[src/rtl/core/u8u16_pkg.sv]
`default_nettype none
package u8u16_pkg;

    localparam int unsigned BYTE_W   = 8;
    localparam int unsigned UNIT_W   = 16;
    localparam int unsigned COUNT_W  = 7;
    localparam int unsigned PEND_W   = 2;
    localparam int unsigned IN_TDATA_W  = 8;
    localparam int unsigned OUT_TDATA_W = 24;
    localparam int unsigned OUT_TUSER_W = 2;

    localparam logic [COUNT_W-1:0] MAX_CHARS_RESET = 7'd126;

    // lead and continuation byte prefixes
    localparam logic [2:0] LEAD2_PFX = 3'b110;
    localparam logic [3:0] LEAD3_PFX = 4'b1110;
    localparam logic [1:0] CONT_PFX  = 2'b10;
    // top five bits of a surrogate value
    localparam logic [4:0] SURR_PFX  = 5'b11011;

    localparam logic [PEND_W-1:0] PEND_NONE = 2'd0;
    localparam logic [PEND_W-1:0] PEND_ONE  = 2'd1;
    localparam logic [PEND_W-1:0] PEND_TWO  = 2'd2;

    typedef struct packed {
        logic [BYTE_W-1:0] data_byte;
        logic              end_of_string;
    } t_item;

    typedef struct packed {
        logic [UNIT_W-1:0]  code_unit;
        logic               unit_valid;
        logic               done_res;
        logic               error;
        logic [COUNT_W-1:0] char_count;
    } t_result;

endpackage
`default_nettype wire

[src/rtl/core/u8u16_in_stage.sv]
`default_nettype none
module u8u16_in_stage (
    input  wire logic                                i_clk,
    input  wire logic                                i_rst_n,
    input  wire logic                                i_s_axis_tvalid,
    output logic                                     o_s_axis_tready,
    input  wire logic [u8u16_pkg::IN_TDATA_W-1:0]    i_s_axis_tdata,
    input  wire logic                                i_s_axis_tlast,
    input  wire logic                                i_advance,
    output logic                                     o_valid,
    output u8u16_pkg::t_item                         o_item
);
    import u8u16_pkg::*;

    logic  r_valid;
    t_item r_item;
    logic  n_valid;
    logic  w_take;

    assign o_s_axis_tready = !r_valid || i_advance;
    assign w_take          = i_s_axis_tvalid && o_s_axis_tready;

    always_comb begin
        n_valid = r_valid;
        if (w_take) begin
            n_valid = 1'b1;
        end else if (i_advance) begin
            n_valid = 1'b0;
        end
    end

    always_ff @(posedge i_clk) begin
        if (!i_rst_n) begin
            r_valid <= 1'b0;
        end else begin
            r_valid <= n_valid;
        end
        if (w_take) begin
            r_item.data_byte     <= i_s_axis_tdata[BYTE_W-1:0];
            r_item.end_of_string <= i_s_axis_tlast;
        end
    end

    assign o_valid = r_valid;
    assign o_item  = r_item;

endmodule
`default_nettype wire

[src/rtl/core/u8u16_decode.sv]
`default_nettype none
module u8u16_decode (
    input  wire logic                              i_clk,
    input  wire logic                              i_rst_n,
    input  wire logic                              i_advance,
    input  wire u8u16_pkg::t_item                  i_item,
    input  wire logic [u8u16_pkg::COUNT_W-1:0]     i_max_chars,
    output logic                                   o_emit,
    output u8u16_pkg::t_result                     o_result
);
    import u8u16_pkg::*;

    logic [UNIT_W-1:0]  r_partial;
    logic [PEND_W-1:0]  r_pend;
    logic [COUNT_W-1:0] r_count;
    logic               r_stopped;
    logic               r_failed;

    logic [UNIT_W-1:0]  n_partial;
    logic [PEND_W-1:0]  n_pend;
    logic [COUNT_W-1:0] n_count;
    logic               n_stopped;
    logic               n_failed;

    logic [BYTE_W-1:0]  w_b;
    logic [UNIT_W-1:0]  w_v;
    logic [UNIT_W-1:0]  w_unit;
    logic               w_have;
    logic               w_abort;

    assign w_b = i_item.data_byte;
    assign w_v = r_partial | {10'd0, w_b[5:0]};

    always_comb begin
        n_partial = r_partial;
        n_pend    = r_pend;
        n_stopped = r_stopped;
        n_failed  = r_failed;
        w_have    = 1'b0;
        w_unit    = '0;
        w_abort   = 1'b0;
        if (!r_stopped) begin
            if (r_pend == PEND_NONE) begin
                if (r_count >= i_max_chars || w_b == '0) begin
                    n_stopped = 1'b1;
                end else if (!w_b[7]) begin
                    w_unit = {8'd0, w_b};
                    w_have = 1'b1;
                end else if (w_b[7:5] == LEAD2_PFX) begin
                    n_partial = {5'd0, w_b[4:0], 6'd0};
                    n_pend    = PEND_ONE;
                end else if (w_b[7:4] == LEAD3_PFX) begin
                    n_partial = {w_b[3:0], 12'd0};
                    n_pend    = PEND_TWO;
                end else begin
                    w_abort = 1'b1;
                end
            end else if (w_b[7:6] != CONT_PFX) begin
                w_abort = 1'b1;
            end else if (r_pend == PEND_TWO) begin
                n_partial = r_partial | {4'd0, w_b[5:0], 6'd0};
                n_pend    = PEND_ONE;
            end else begin
                n_pend    = PEND_NONE;
                n_partial = '0;
                if (w_v[15:11] == SURR_PFX) begin
                    w_abort = 1'b1;
                end else begin
                    w_unit = w_v;
                    w_have = 1'b1;
                end
            end
        end
        if (w_abort) begin
            n_failed  = 1'b1;
            n_stopped = 1'b1;
            n_pend    = PEND_NONE;
            n_partial = '0;
        end
        n_count = w_have ? r_count + 1'b1 : r_count;

        o_result.code_unit  = w_unit;
        o_result.unit_valid = w_have;
        o_result.done_res   = i_item.end_of_string;
        o_result.error      = i_item.end_of_string
                              && (n_failed || (!n_stopped && n_pend != PEND_NONE));
        o_result.char_count = n_count;
        o_emit              = w_have || i_item.end_of_string;
    end

    always_ff @(posedge i_clk) begin
        if (!i_rst_n) begin
            r_partial <= '0;
            r_pend    <= PEND_NONE;
            r_count   <= '0;
            r_stopped <= 1'b0;
            r_failed  <= 1'b0;
        end else if (i_advance) begin
            if (i_item.end_of_string) begin
                r_partial <= '0;
                r_pend    <= PEND_NONE;
                r_count   <= '0;
                r_stopped <= 1'b0;
                r_failed  <= 1'b0;
            end else begin
                r_partial <= n_partial;
                r_pend    <= n_pend;
                r_count   <= n_count;
                r_stopped <= n_stopped;
                r_failed  <= n_failed;
            end
        end
    end

`ifndef ASSERT_OFF
    a_pend_range: assert property (@(posedge i_clk) disable iff (!i_rst_n)
        r_pend != 2'b11)
        else $error("pending count out of range");
    a_failed_stops: assert property (@(posedge i_clk) disable iff (!i_rst_n)
        r_failed |-> r_stopped)
        else $error("error without stop");
    a_stopped_clean: assert property (@(posedge i_clk) disable iff (!i_rst_n)
        r_stopped |-> (r_pend == PEND_NONE && r_partial == '0))
        else $error("open sequence while stopped");
    a_clear_on_last: assert property (@(posedge i_clk) disable iff (!i_rst_n)
        (i_advance && i_item.end_of_string) |=> (r_count == '0 && !r_stopped))
        else $error("string state not cleared after last byte");
`endif

endmodule
`default_nettype wire

[src/rtl/core/u8u16_out_stage.sv]
`default_nettype none
module u8u16_out_stage (
    input  wire logic                                 i_clk,
    input  wire logic                                 i_rst_n,
    input  wire logic                                 i_advance,
    input  wire logic                                 i_emit,
    input  wire u8u16_pkg::t_result                   i_result,
    output logic                                      o_can_load,
    output logic                                      o_m_axis_tvalid,
    input  wire logic                                 i_m_axis_tready,
    output logic [u8u16_pkg::OUT_TDATA_W-1:0]         o_m_axis_tdata,
    output logic [u8u16_pkg::OUT_TUSER_W-1:0]         o_m_axis_tuser,
    output logic                                      o_m_axis_tlast
);
    import u8u16_pkg::*;

    logic    r_valid;
    t_result r_result;
    logic    n_valid;

    assign o_can_load = !r_valid || i_m_axis_tready;

    always_comb begin
        n_valid = r_valid;
        if (i_advance) begin
            n_valid = i_emit;
        end else if (i_m_axis_tready) begin
            n_valid = 1'b0;
        end
    end

    always_ff @(posedge i_clk) begin
        if (!i_rst_n) begin
            r_valid <= 1'b0;
        end else begin
            r_valid <= n_valid;
        end
        if (i_advance && i_emit) begin
            r_result <= i_result;
        end
    end

    assign o_m_axis_tvalid = r_valid;
    assign o_m_axis_tdata  = {1'b0, r_result.char_count, r_result.code_unit};
    assign o_m_axis_tuser  = {r_result.error, r_result.unit_valid};
    assign o_m_axis_tlast  = r_result.done_res;

endmodule
`default_nettype wire

[src/rtl/core/utf8_to_utf16le_converter_core.sv]
// channel   dir  handshake                  payload
// s_axis    in   tvalid / tready            tdata[7:0] data_byte, tlast end_of_string
// m_axis    out  tvalid / tready            tdata code_unit, char_count; tuser; tlast done_res
// cfg       in   i_cfg_we (no wait)         i_cfg_wdata[6:0] max_chars
//
// one byte per cycle sustained while m_axis does not stall; input register, then decode into the result register
// reset: synchronous active low, clears string state, max_chars returns to 126
// a byte that completes no character and is not the last gives no result
// output stall holds the decode stage; the input register then fills and drops tready
`default_nettype none
module utf8_to_utf16le_converter_core (
    input  wire logic                                i_clk,
    input  wire logic                                i_rst_n,
    input  wire logic                                i_s_axis_tvalid,
    output logic                                     o_s_axis_tready,
    // [7:0] data_byte
    input  wire logic [u8u16_pkg::IN_TDATA_W-1:0]    i_s_axis_tdata,
    input  wire logic                                i_s_axis_tlast,
    output logic                                     o_m_axis_tvalid,
    input  wire logic                                i_m_axis_tready,
    // [15:0] code_unit, [22:16] char_count, [23] zero
    output logic [u8u16_pkg::OUT_TDATA_W-1:0]        o_m_axis_tdata,
    // [0] unit_valid, [1] error
    output logic [u8u16_pkg::OUT_TUSER_W-1:0]        o_m_axis_tuser,
    output logic                                     o_m_axis_tlast,
    input  wire logic                                i_cfg_we,
    input  wire logic [u8u16_pkg::COUNT_W-1:0]       i_cfg_wdata
);
    import u8u16_pkg::*;

    logic [COUNT_W-1:0] r_max_chars;
    logic               w_in_valid;
    t_item              w_item;
    logic               w_can_load;
    logic               w_advance;
    logic               w_emit;
    t_result            w_result;

    always_ff @(posedge i_clk) begin
        if (!i_rst_n) begin
            r_max_chars <= MAX_CHARS_RESET;
        end else if (i_cfg_we) begin
            r_max_chars <= i_cfg_wdata;
        end
    end

    assign w_advance = w_in_valid && w_can_load;

    u8u16_in_stage u_in (
        .i_clk           (i_clk),
        .i_rst_n         (i_rst_n),
        .i_s_axis_tvalid (i_s_axis_tvalid),
        .o_s_axis_tready (o_s_axis_tready),
        .i_s_axis_tdata  (i_s_axis_tdata),
        .i_s_axis_tlast  (i_s_axis_tlast),
        .i_advance       (w_advance),
        .o_valid         (w_in_valid),
        .o_item          (w_item)
    );

    u8u16_decode u_dec (
        .i_clk       (i_clk),
        .i_rst_n     (i_rst_n),
        .i_advance   (w_advance),
        .i_item      (w_item),
        .i_max_chars (r_max_chars),
        .o_emit      (w_emit),
        .o_result    (w_result)
    );

    u8u16_out_stage u_out (
        .i_clk           (i_clk),
        .i_rst_n         (i_rst_n),
        .i_advance       (w_advance),
        .i_emit          (w_emit),
        .i_result        (w_result),
        .o_can_load      (w_can_load),
        .o_m_axis_tvalid (o_m_axis_tvalid),
        .i_m_axis_tready (i_m_axis_tready),
        .o_m_axis_tdata  (o_m_axis_tdata),
        .o_m_axis_tuser  (o_m_axis_tuser),
        .o_m_axis_tlast  (o_m_axis_tlast)
    );

`ifndef ASSERT_OFF
    a_err_with_done: assert property (@(posedge i_clk) disable iff (!i_rst_n)
        (o_m_axis_tvalid && o_m_axis_tuser[1]) |-> o_m_axis_tlast)
        else $error("error flag without done");
    a_unit_zero: assert property (@(posedge i_clk) disable iff (!i_rst_n)
        (o_m_axis_tvalid && !o_m_axis_tuser[0]) |-> (o_m_axis_tdata[15:0] == '0))
        else $error("code unit set without a character");
    a_no_surrogate: assert property (@(posedge i_clk) disable iff (!i_rst_n)
        (o_m_axis_tvalid && o_m_axis_tuser[0]) |-> (o_m_axis_tdata[15:11] != SURR_PFX))
        else $error("surrogate value emitted");
`endif

endmodule
`default_nettype wire

[config.mk]
export PLATFORM = sky130hd
export DESIGN_NAME = utf8_to_utf16le_converter_core
export DESIGN_NICKNAME = d
export VERILOG_FILES = /design/src/rtl/core/u8u16_pkg.sv /design/src/rtl/core/u8u16_in_stage.sv /design/src/rtl/core/u8u16_decode.sv /design/src/rtl/core/u8u16_out_stage.sv /design/src/rtl/core/utf8_to_utf16le_converter_core.sv
export SDC_FILE = /design/constraint.sdc
export NUM_CORES = 1
export LEC_CHECK = 0
export BUFFER_PORTS_ARGS = -buffer_cell sky130_fd_sc_hd__buf_2
export CORE_MARGIN = 2
export CORE_UTILIZATION = 55
export DETAILED_ROUTE_END_ITERATION = 16
export GPL_TIMING_DRIVEN = 0
export PLACE_DENSITY = 0.81
export SYNTH_ARGS = -nofsm -noshare
export SYNTH_HDL_FRONTEND = slang
export SYNTH_SLANG_ARGS = --single-unit
[constraint.sdc]
create_clock -name i_clk -period 9.5 [get_ports i_clk]
set_input_delay 0.475 -clock i_clk [delete_from_list [all_inputs] [get_ports i_clk]]
set_output_delay 0.475 -clock i_clk [all_outputs]
set_load 0.01 [all_outputs]
After elaboration in Yosys (flattened, before gate mapping)
Index checks and enable logic that the tools add are counted.

Flip-flop bits (word level): 71. Input bits: 21. Output and inout bits: 29. Logic and storage cells: 103.

Add/sub/neg operators: 1. $lt $le $gt $ge: 1. Eq/ne operators: 10. Multiplexer cells: 55. Bitwise operators: 2. Reduce and logical (&&, ||, !) cells: 19.

Operator list (number): 16-bit two-way mux (15); 1-bit two-way mux (28); 7-bit two-way mux (3); 2-bit two-way mux (9); 16-bit by 12-bit OR with 16-bit output (1); 16-bit by 6-bit OR with 16-bit output (1); 8-bit logical NOT (1); 4-bit by 3-bit inequality test with 1-bit output (second input constant) (2); 7-bit by 1-bit adder with 7-bit output (second input constant) (1); 7-bit greater-or-equal comparator (1); 6-bit AND reduction (1); 2-bit nonzero test (3); 5-bit equality test (second input constant) (1); 1-bit logical AND (5); 1-bit logical OR (5); 5-bit by 4-bit inequality test with 1-bit output (second input constant) (1); 4-bit equality test (second input constant) (1); 4-bit by 2-bit inequality test with 1-bit output (second input constant) (1); 3-bit equality test (second input constant) (1); 1-bit logical NOT (3); 3-bit inequality test (second input constant) (1); 2-bit equality test (second input constant) (1); 2-bit logical NOT (1); 2-bit inequality test (second input constant) (1).

Logic depth before layout (Yosys ltp)
Gate-level depths: netlist of the first run.

Depth in word-level cells: 12. Mapped depth: 9. Gate-level depth less buffers: 9.

Hierarchy
Synthesis of the first run repeated with hierarchy kept, for this count alone.

Cell total of the unflattened synthesis: 261. Area, all modules: 2992.9 um2.

Modules (own cells, without submodules): u8u16_decode (times used 1, cells each 191, area an instance 1565.3 um2); u8u16_out_stage (times used 1, cells each 33, area an instance 843.3 um2); u8u16_in_stage (times used 1, cells each 14, area an instance 327.8 um2); utf8_to_utf16le_converter_core (times used 1, cells each 23, area an instance 256.5 um2).

Worst setup path after synthesis of the first run
OpenSTA, ideal clock, no wires.

Kind: reg2reg. Start: register u_dec.r_count[0]. End: register u_out.r_result (netlist bit u_out.o_m_axis_tdata[0]) (enable). Library setup time: 0.423 ns. Arrival time: 3.060 ns. Data required time: 9.077 ns. Setup slack: 6.017 ns. Cell stages (with the launch flop): 8. Buffers on the path: 0. Period minus slack after synthesis: 3.483 ns. Cell sequence: dfxtp_1 -> inv_1 -> ha_1 -> nand2b_1 -> a211o_1 -> a21oi_1 -> a31oi_4 -> a21oi_1.

Cells in the longest elaborated chain, start to end: 7.

Ends and longest elaborated chain: start, declared (RTL line u8u16_decode.sv:15) `logic [COUNT_W-1:0] r_count;`; start signal, assigned (RTL line u8u16_decode.sv:108) `r_count <= n_count;`; 7-bit greater-or-equal comparator (RTL line u8u16_decode.sv:44) `if (r_count >= i_max_chars || w_b == '0) begin`; 1-bit logical OR (RTL line u8u16_decode.sv:44); 1-bit two-way mux (RTL line u8u16_decode.sv:44); 1-bit two-way mux (RTL line u8u16_decode.sv:43) `if (r_pend == PEND_NONE) begin`; 1-bit two-way mux (RTL line u8u16_decode.sv:42) `if (!r_stopped) begin`; 1-bit logical OR (RTL line u8u16_decode.sv:88) `o_emit = w_have || i_item.end_of_string;`; 1-bit logical AND (RTL line u8u16_out_stage.sv:38) `if (i_advance && i_emit) begin`; end signal, assigned (RTL line u8u16_out_stage.sv:39) `r_result <= i_result;`; end, declared (RTL line u8u16_out_stage.sv:18) `t_result r_result;`.

Every way passes these cells. A chain may end at the register's enable or synchronous reset.

Worst setup path in the final report of the first run
Start: register u_dec.r_count[0]. End: register u_out.r_result (netlist bit u_out.o_m_axis_tdata[3]) (enable).

Same word-level chain as after synthesis.

==> impl_metrics.py, run 1 <==
metrics = {
    "outcome": {
        "status": "finished clean",
    },
    "timing": {
        "hold_violations": 0,
        "setup-tns-final_ns": 0,
        "slew_viol_final": 0,
        "finalSetupViolCount": 0,
        "finClkSkew_ns": 0.00825,
        "maxSlewHeadroom_pct": 37.6,
        "worstMarginPinSlew_ns": 0.935,
        "rsz0062_at_grt": "false",
        "period_share_pct": 31.3,
        "period_minus_slack_ns": 2.97,
        "fmax_mhz": 336,
        "timing.hold.ws_ns": 0.306,
    },
    "global_route": {
        "grt_overflow": 0,
        "grt_pass1_wl_um": 10400,
        "grt_max_degree": 30,
        "grt.total_usage_pct": 22.4,
        "grt_pass1_vias": 2216,
        "grt_antenna_before_repair": 0,
    },
    "cts": {
        "htreeDepth": 3,
        "clk_path_buf_depth": 2,
        "post_cts_buffers": 0,
        "clock_sinks": 65,
        "cts_resized": 0,
        "cts.reportedPaths.clkPinSlew_ns": 0.07,
        "cts-root-buf": "clkbuf_8",
        "insertion_delay_ns": 0.34,
        "cts_hold_buf": 0,
        "cts-buffers-inserted": 9,
        "cts_tree": "built",
    },
    "floorplanning": {
        "die_area_um2": 6000,
        "die_y_um": 77.5,
        "start_util_pct": 57.4,
        "core_area_um2": 5170,
        "rows": 26,
        "io_pins": 50,
        "die_w_um": 77.5,
    },
    "synth": {
        "synth.net_count": 312,
        "synth_area_um2": 2970,
        "async_reset_ff_share_pct": 0,
        "yosysWarnings": 0,
        "synth_edf_count": 35,
        "ys.flop_type": "edfxtp_1",
        "postSynthCellCount": 283,
        "ys_seq_elements": 65,
        "synth_seq_area_share_pct": 55.6,
        "synth.distinct_cells": 53,
        "synth_area_per_cell_um2": 10.5,
    },
    "power": {
        "power_uw": 608,
        "ir_drop_mv": 0.117,
        "leakagePower_nw": 1.41,
        "powerDensity_nw_per_um2": 173,
    },
    "setup_path": {
        "path_class": "flip-flop to flip-flop",
        "cp-startpoint": "u_dec.r_count[0]",
        "critPathLaunchType": "flip-flop",
        "cp_max_fo": 29,
        "worst_ep_required_time_ns": 9.46,
        "worst_setup_path_end_kind": "flip-flop",
        "r2r-start": "u_dec.r_count[0]",
        "crit_arrival_ns": 2.93,
        "r2r_slack_ns": 6.53,
    },
    "place": {
        "place.gp.congestion": 0.829,
        "io_buffers": 48,
        "dpl.hpwl_um": 4440,
    },
    "detailed_routing": {
        "detail_route.vias_per_cell": 5.53,
        "vias": 2304,
        "firstDrtPassIters": 7,
        "detail-route-antenna-nets": 0,
        "drcViolationCount": 0,
        "wl_um": 6150,
        "wl_per_cell_um": 14.7,
        "drtIter0Drc": 137,
    },
    "layout": {
        "n_antenna_cell": 0,
        "drive_above_1_share_pct": 20.7,
        "syn2layout_area_growth_pct": 18.3,
        "fin_nets": 371,
    },
    "min_path": {
        "min_from": "i_s_axis_tdata[3]",
        "worstHoldPathType": "input port to flip-flop",
    },
    "flow_run": {
        "maxCapViolCount": 0,
    },
}
==> critical path, stage by stage, from the launching register on <==
cell	delay, ns
dfxtp_1	0.39
inv_1	0.11
ha_1	0.27
nand2b_1	0.14
a211o_1	0.35
a21oi_1	0.31
a31oi_4	0.22
a21oi_4	0.79
==> metrics by stage <==
stage,setup WS (ns),instances,util [%],cell area [µm²]
final,6.53,417,67.9,3510
after global routing,6.35,417,67.9,3510
after CTS,6.51,417,67.9,3510
after detailed placement,6.51,401,64.0,3310
after global placement,5.33,401,63.8,3300
after floorplan,6.02,283,-,2970
==> power breakdown <==
group	total [mW]	internal, mW	switching [mW]
logic	0.0510	0.0194	0.0316
registers	0.314	0.308	0.00617
clock network	0.243	0.148	0.0954
==> flip-flops by register name, summed over array words and instances (netlist names) <==
name / flops
r_max_chars: 7
u_dec.r_count: 7
u_dec.r_failed: 1
u_dec.r_partial: 10
u_dec.r_pend: 2
u_dec.r_stopped: 1
u_in.o_item: 9
u_in.o_valid: 1
u_out.o_m_axis_tdata: 23
u_out.o_m_axis_tlast: 1
u_out.o_m_axis_tuser: 2
u_out.o_m_axis_tvalid: 1
==> routing by layer <==
layer	track usage, %	wire length [µm]
met5	0	0
met4	8.57	95
met3	5.47	342
met2	37.0	2970
met1	28.5	2730
==> cell type report <==
| class | instances | area, µm² |
|---|---|---|
| Fill cell | 413 | 1660 |
| Tap cell | 70 | 87.6 |
| Clock buffer | 13 | 139 |
| Multi-Input combinational cell | 191 | 1220 |
| Clock inverter | 3 | 65.1 |
| Timing Repair Buffer | 48 | 240 |
| Inverter | 14 | 55.1 |
| Buffer | 13 | 58.8 |
| Sequential cell | 65 | 1650 |
==> layout by cell type (no fill, tap or decap), types with 2 or more instances in the layout <==
cell,count
and2_1,16
edfxtp_1,35
or4_1,6
clkbuf_8,9
or3_1,2
buf_2,50
o21a_1,2
buf_1,3
dfxtp_1,30
nand3_1,5
clkinv_1,2
clkbuf_1,10
nand2b_1,3
nand2_1,45
mux2i_1,5
ha_1,8
xnor2_1,2
a21o_1,2
a211o_1,2
nor4b_1,2
bufinv_16,2
a31oi_1,4
nor4_1,2
o211ai_1,11
or2_1,2
o32ai_1,3
inv_1,11
o21ai_0,4
nand4_1,3
a21oi_1,10
buf_4,2
nor2_1,16
a211oi_1,5
o22ai_1,7
xor2_1,4
==> path summary, 6_finish.rpt <==
check | cells after the start | to
max | 7 | u_out.o_m_axis_tdata[3]
min | 1 | u_in.o_item[4]
max reg2reg | 7 | u_out.o_m_axis_tdata[3]
min reg2reg | 2 | u_dec.r_partial[8]
==> cells in the mapped netlist, drive strengths merged (2+ instances only) <==
library cell / instances / share of area, %
nand2: 45 / 5.7
or3: 2 / 0.42
dfxtp: 30 / 20
xnor2: 2 / 0.59
or4: 6 / 1.5
nand2b: 3 / 0.63
nor4: 2 / 0.42
o21ai: 5 / 0.84
a21o: 2 / 0.51
nand4: 3 / 0.63
a211oi: 5 / 1.3
a211o: 2 / 0.59
nor2: 16 / 2.0
clkinv: 2 / 0.25
o211ai: 11 / 2.8
a21oi: 12 / 2.1
o22ai: 7 / 1.5
nand3: 5 / 0.84
nor3: 2 / 0.51
clkbuf: 6 / 0.76
a31oi: 5 / 1.6
o21a: 2 / 0.51
nor4b: 2 / 0.59
o32ai: 3 / 0.88
buf: 7 / 1.2
xor2: 4 / 1.2
and2: 16 / 3.4
or2: 2 / 0.42
inv: 12 / 1.6
ha: 8 / 3.4
edfxtp: 35 / 35
mux2i: 5 / 1.7
==> logic make-up (layout without fill, tap and decap cells) <==
logic type      Yosys count  count (layout)  synth area share (%)
simple gates            108             108                  18.2
flops                    65              65                  55.6
compound gates           62              62                  15.1
buf+inv                  27              91                  3.83
fa+ha+maj                 8               8                  3.37
xor+xnor                  6               6                  1.77
mux                       6               6                  2.06
other cells               1               1                 0.126
Power figures use the tool's default switching activity.
==> inputs of run 2 (changes only) <==
Settings changed: CORE_UTILIZATION 55 to 50, PLACE_DENSITY 0.81 to 0.78.
Clock period 9.5 ns to 2.44 ns, I/O delays scaled along.
==> run 2 against run 1 <==
  * Core utilization is 0.69 points higher
  * Register-to-register slack worse by 6.5 ns
  * Via count is 13% higher
  * Design area is 14% higher
  * Wire length is 25% higher
  * Worst setup slack worse by 6.5 ns
  * Critical path depth is 1 higher
  * Clock skew is 0.0016 ns higher
  * Critical path type unchanged
==> impl_metrics.py, run 2 (synthesized netlist as in run 1, its figures left out) <==
metrics = {
    "cts": {
        "htreeDepth": 3,
        "cts-buffers-inserted": 9,
        "cts-root-buf": "clkbuf_8",
        "clock_sinks": 65,
        "cts.reportedPaths.clkPinSlew_ns": 0.07,
        "cts_tree": "built",
        "clk_path_buf_depth": 2,
        "insertion_delay_ns": 0.36,
    },
    "timing": {
        "period_minus_slack_ns": 2.42,
        "maxSlewHeadroom_pct": 54.2,
        "finClkSkew_ns": 0.00984,
        "hold_violations": 0,
        "worstMarginPinSlew_ns": 0.687,
        "fmax_mhz": 413,
        "slew_viol_final": 0,
        "finalSetupViolCount": 0,
        "period_share_pct": 99.3,
    },
    "layout": {
        "final_cells": 455,
        "final_cell_mix": "buf_2, nand2_1, edfxtp_1",
        "final_cell_area_um2": 3990,
        "n_antenna_cell": 0,
        "syn2layout_area_growth_pct": 34.3,
        "post-route-util_pct": 68.6,
        "largest_reg_flops": 23,
        "fin_nets": 404,
        "drive_above_1_share_pct": 28.4,
        "final_common_cell": "buf_2",
    },
    "detailed_routing": {
        "drtIter0Drc": 261,
        "detail-route-antenna-nets": 0,
        "wl_per_cell_um": 16.9,
        "detail_route.vias_per_cell": 5.75,
        "vias": 2615,
        "wl_um": 7690,
        "firstDrtPassIters": 7,
        "drcViolationCount": 0,
    },
    "power": {
        "combPwrFrac_pct": 11.1,
        "powerDensity_nw_per_um2": 625,
        "clkPwrFrac_pct": 39.8,
        "switching_share_pct": 24.2,
        "internal_power_mw": 1.89,
        "ir_drop_mv": 0.412,
        "p_sw_uw": 602,
        "pwr-share-seq_pct": 49.0,
        "leakagePower_nw": 1.61,
        "power_mw": 2.49,
    },
    "min_path": {
        "whs_path_depth": 3,
        "worstHoldPathType": "input port to flip-flop",
    },
    "place": {
        "place.gp.congestion": 0.855,
        "post_dp_cell_area_um2": 3320,
        "dpl.hpwl_um": 4470,
        "io_buffers": 48,
        "dpl.cell_count": 406,
    },
    "setup_path": {
        "path_common_cell": "a21oi_4",
        "cpPeakStageDelay_ns": 0.39,
        "r2r_slack_ns": 0.02,
        "path_class": "flip-flop to flip-flop",
        "worst_ep_required_time_ns": 2.51,
        "cp_max_fo": 6,
        "worst_setup_path_end_kind": "flip-flop",
        "crit_slowest_cell": "dfxtp_1",
        "crit_arrival_ns": 2.50,
        "path_cells": "ha_4 -> nand2b_4 -> a211o_4 -> a21oi_4 -> a31oi_4 -> buf_6 -> a21oi_4 -> clkbuf_16",
        "critPathLaunchType": "flip-flop",
        "r2r_cells": 8,
    },
    "floorplanning": {
        "die_area_um2": 6570,
        "rows": 28,
        "start_util_pct": 51.1,
        "die_y_um": 81.1,
        "die_w_um": 81.1,
        "io_pins": 50,
        "core_area_um2": 5820,
    },
    "global_route": {
        "grt_antenna_before_repair": 0,
        "grt_max_degree": 13,
        "grt.total_usage_pct": 23.5,
        "grt_overflow": 0,
        "grt_pass1_wl_um": 11300,
        "grt_pass1_vias": 2303,
    },
    "outcome": {
        "status": "finished clean",
    },
    "flow_run": {
        "maxCapViolCount": 0,
    },
}
[run 2: cell count changes in the layout (fill, tap and decap cells not counted), sizes merged]
cell	delta
a31oi	+1
clkinvlp	+1
inv	+1
clkbuf	-2
clkinv	+1
a21oi	+1
buf	+16
dlygate4sd3	+14
[run 2: what timing repair did]
item | in CTS | in global routing
setup buffers | 5 | 11
setup endpoints to repair | 49 | 40
hold endpoints to repair | 14 | 0
pin swaps | 4 | 7
resized for setup | 7 | 24
gates cloned | 2 | 1
hold buffers | 14 | 0
[run 2: routing by layer]
| layer | wire (µm) | share of wire [%] | global-route usage [%] | vias up |
|---|---|---|---|---|
| li1 | - | - | - | 1222 |
| met1 | 3020 | 39 | 29.7 | 1210 |
| met2 | 3770 | 49 | 37.4 | 150 |
| met3 | 588 | 7.6 | 5.89 | 33 |
| met4 | 320 | 4.2 | 11.9 | 0 |
| met5 | 0 | 0 | 0 | - |
[run 2: stage by stage]
stage,hold WS (ns),setup WS [ns],TNS (ns)
floorplan,0.221,0.00496,0
global placement,0.298,-0.343,-11.79
detailed placement,0.300,-0.416,-13.77
CTS,0.00524,-0.0238,-0.0352
global route,0.0320,-0.0342,-0.312
finish,0.0000324,0.0166,0
[run 2: final timing paths]
| kind | from | endpoint |
|---|---|---|
| max | r_max_chars[0] | u_out.o_m_axis_tdata[4] |
| min | i_cfg_wdata[4] | r_max_chars[4] |
| max reg2reg | r_max_chars[0] | u_out.o_m_axis_tdata[4] |
| min reg2reg | u_dec.r_partial[7] | u_dec.r_partial[7] |
[run 2: layout make-up]
type / count / area (µm²)
Buffer: 13 / 62.6
Clock buffer: 10 / 128
Clock inverter: 6 / 81.3
Fill cell: 447 / 1830
Inverter: 14 / 61.3
Multi-Input combinational cell: 193 / 1360
Sequential cell: 65 / 1660
Tap cell: 75 / 93.8
Timing Repair Buffer: 79 / 546
[run 2: critical path: cells and delay by family (launching register included)]
| kind | cells | cell delay (ns) |
|---|---|---|
| buffers and inverters | 2 | 0.38 |
| AND/OR/NAND/NOR | 1 | 0.13 |
| flip-flops | 1 | 0.39 |
| adder cells (fa/ha/maj) | 1 | 0.22 |
| AO/OA/AOI/OAI | 4 | 1.02 |
[run 2: power groups by stage]
| stage | registers, mW | clock network (mW) | logic, mW |
|---|---|---|---|
| 6_report | 1.22 | 0.993 | 0.278 |
| 5_1_grt | 1.23 | 1.04 | 0.301 |
| 4_1_cts | 1.22 | 0.995 | 0.238 |
| 3_5_place_dp | 1.25 | 0 | 0.200 |
| 3_3_place_gp | 1.24 | 0 | 0.195 |
| 2_1_floorplan | 1.25 | 0 | 0.122 |
==> inputs of run 3 (changes only) <==
Settings changed: PLACE_DENSITY 0.78 to unset, PLACE_DENSITY_LB_ADDON set to 0.08.
==> run 3 against run 2 <==
  * Fmax up 3.0%
  * Sequential share of layout area is 1.5 points higher
  * Worst setup slack better by 0.071 ns
  * Clock power down 8.8%
  * Clock-buffer cell count is 1 higher
  * Clock skew rose by 0.0014 ns
  * Flip-flop and latch count is the same
  * Global-route usage down 1.4 points
  * Combinational power decreased by 10%
  * Non-clock buffer count is 6 lower
  * Critical path depth unchanged
  * Register-to-register slack better by 0.07 ns
==> impl_metrics.py, run 3 (synthesized netlist as in run 1, its figures left out) <==
metrics = {
    "setup_path": {
        "r2r_cells": 8,
        "rr_endpoint": "u_out.o_m_axis_tdata[17]",
        "cp_max_fo": 5,
        "path_cells": "inv_2 -> ha_1 -> nand2b_1 -> a211o_4 -> a21oi_4 -> a31oi_4 -> inv_4 -> mux2_2",
        "worst_setup_path_end_kind": "flip-flop",
        "critPathLaunchType": "flip-flop",
        "path_class": "flip-flop to flip-flop",
        "r2r_slack_ns": 0.09,
        "cpPeakStageDelay_ns": 0.37,
        "r2r-start": "u_dec.r_count[0]",
        "crit_arrival_ns": 2.44,
        "crit_slowest_cell": "dfxtp_4",
        "worst_ep_required_time_ns": 2.53,
    },
    "timing": {
        "layout_setup_ws_ns": 0.0879,
        "maxSlewHeadroom_pct": 56.5,
        "slew_viol_final": 0,
        "hold_violations": 0,
        "finalSetupViolCount": 0,
        "worstMarginPinSlew_ns": 0.652,
        "period_minus_slack_ns": 2.35,
        "finClkSkew_ns": 0.0113,
        "fmax_mhz": 425,
        "timing.hold.ws_ns": 0.0133,
        "period_share_pct": 96.4,
    },
    "cts": {
        "cts-buffers-inserted": 9,
        "cts_tree": "built",
        "cts.reportedPaths.clkPinSlew_ns": 0.07,
        "clock_sinks": 65,
        "htreeDepth": 3,
        "clk_path_buf_depth": 2,
        "insertion_delay_ns": 0.34,
        "cts-root-buf": "clkbuf_8",
    },
    "floorplanning": {
        "core_area_um2": 5820,
        "die_y_um": 81.1,
        "rows": 28,
        "die_area_um2": 6570,
        "start_util_pct": 51.1,
        "die_w_um": 81.1,
        "io_pins": 50,
    },
    "global_route": {
        "grt.total_usage_pct": 22.1,
        "grt_overflow": 0,
        "grt_antenna_before_repair": 0,
        "grt_max_degree": 16,
        "grt_pass1_vias": 2233,
        "grt_pass1_wl_um": 10800,
    },
    "layout": {
        "syn2layout_area_growth_pct": 29.8,
        "multi_input_area_um2": 1310,
        "register_area_um2": 1660,
        "final_common_cell": "buf_2",
        "n_antenna_cell": 0,
        "fin_nets": 398,
        "final_cell_mix": "buf_2, nand2_1, edfxtp_1",
        "drive_above_1_share_pct": 26.2,
        "largest_reg_flops": 23,
        "nFillCells": 485,
    },
    "detailed_routing": {
        "firstDrtPassIters": 4,
        "wl_per_cell_um": 15.4,
        "drcViolationCount": 0,
        "detail_route.vias_per_cell": 5.44,
        "vias": 2444,
        "detail-route-antenna-nets": 0,
        "wl_um": 6890,
        "drtIter0Drc": 151,
    },
    "min_path": {
        "min_to": "r_max_chars[1]",
        "worstHoldPathType": "input port to flip-flop",
        "whs_path_depth": 3,
        "min_from": "i_cfg_wdata[1]",
    },
    "flow_run": {
        "maxCapViolCount": 0,
    },
    "power": {
        "powerDensity_nw_per_um2": 616,
        "power_mw": 2.38,
        "leakagePower_nw": 1.55,
        "ir_drop_mv": 0.453,
    },
    "place": {
        "place.gp.congestion": 0.808,
        "io_buffers": 48,
        "dpl.hpwl_um": 4480,
        "place_ws_ns": -0.437,
    },
    "outcome": {
        "status": "finished clean",
    },
}
==> run 3: critical path: cells and delay by family (launching register included) <==
| kind | cells | cell delay, ns |
|---|---|---|
| buffers and inverters | 2 | 0.18 |
| adder cells (fa/ha/maj) | 1 | 0.25 |
| flip-flops | 1 | 0.37 |
| AND/OR/NAND/NOR | 1 | 0.15 |
| AO/OA/AOI/OAI | 3 | 0.82 |
| multiplexers | 1 | 0.33 |
==> run 3: cell type report <==
| type | count | share of cell area, % |
|---|---|---|
| Inverter | 14 | 1.53 |
| Tap cell | 75 | 2.43 |
| Sequential cell | 65 | 42.9 |
| Clock buffer | 11 | 3.67 |
| Timing Repair Buffer | 73 | 12.3 |
| Clock inverter | 5 | 1.43 |
| Multi-Input combinational cell | 193 | 34.0 |
| Buffer | 13 | 1.62 |
==> run 3: worst max path at each step <==
stage,from,endpoint,slack (ns),depth (start not counted)
global route,u_in.o_item[0],u_dec.r_partial[15],-0.03,6
floorplan,u_dec.r_count[0],u_out.o_m_axis_tdata[0],0.005,7
detailed placement,u_dec.r_count[0],u_out.o_m_axis_tdata[13],-0.44,7
global placement,u_dec.r_count[0],u_out.o_m_axis_tdata[13],-0.41,7
CTS,u_dec.r_count[0],u_out.o_m_axis_tdata[17],0.01,8
finish,u_dec.r_count[0],u_out.o_m_axis_tdata[17],0.09,8
==> run 3: layer usage <==
| metal | GRT usage (%) | routed length (µm) | vias to the layer above | part of all wire [%] |
|---|---|---|---|---|
| met5 | 0 | 0 | - | 0 |
| met4 | 8.14 | 99 | 0 | 1.4 |
| met3 | 5.78 | 357 | 10 | 5.2 |
| met2 | 35.0 | 3270 | 64 | 47 |
| met1 | 29.4 | 3170 | 1160 | 46 |
| li1 | - | - | 1210 | - |
==> run 3: stage by stage <==
step           area [µm²]  util (%)  setup TNS [ns]  instances
3_3_place_gp         3320      57.1          -13.68        406
2_1_floorplan        2990         -               0        283
6_report             3850      66.3               0        449
5_1_grt              3850      66.3         -0.0720        449
3_5_place_dp         3320      57.1          -15.06        406
4_1_cts              3750      64.4               0        442
==> run 3: where the power goes <==
| part | internal, mW | switching [mW] |
|---|---|---|
| sequential | 1.20 | 0.0244 |
| clock | 0.496 | 0.409 |
| combinational | 0.110 | 0.139 |
| total | 1.80 | 0.573 |
==> run 3: repair_timing <==
action | CTS | global route
cloned | 2 | 0
setup buffers | 4 | 7
hold buffers | 14 | 0
hold endpoints to repair | 14 | 0
resized for setup | 6 | 13
setup endpoints to repair | 50 | 52
pin swaps | 4 | 4
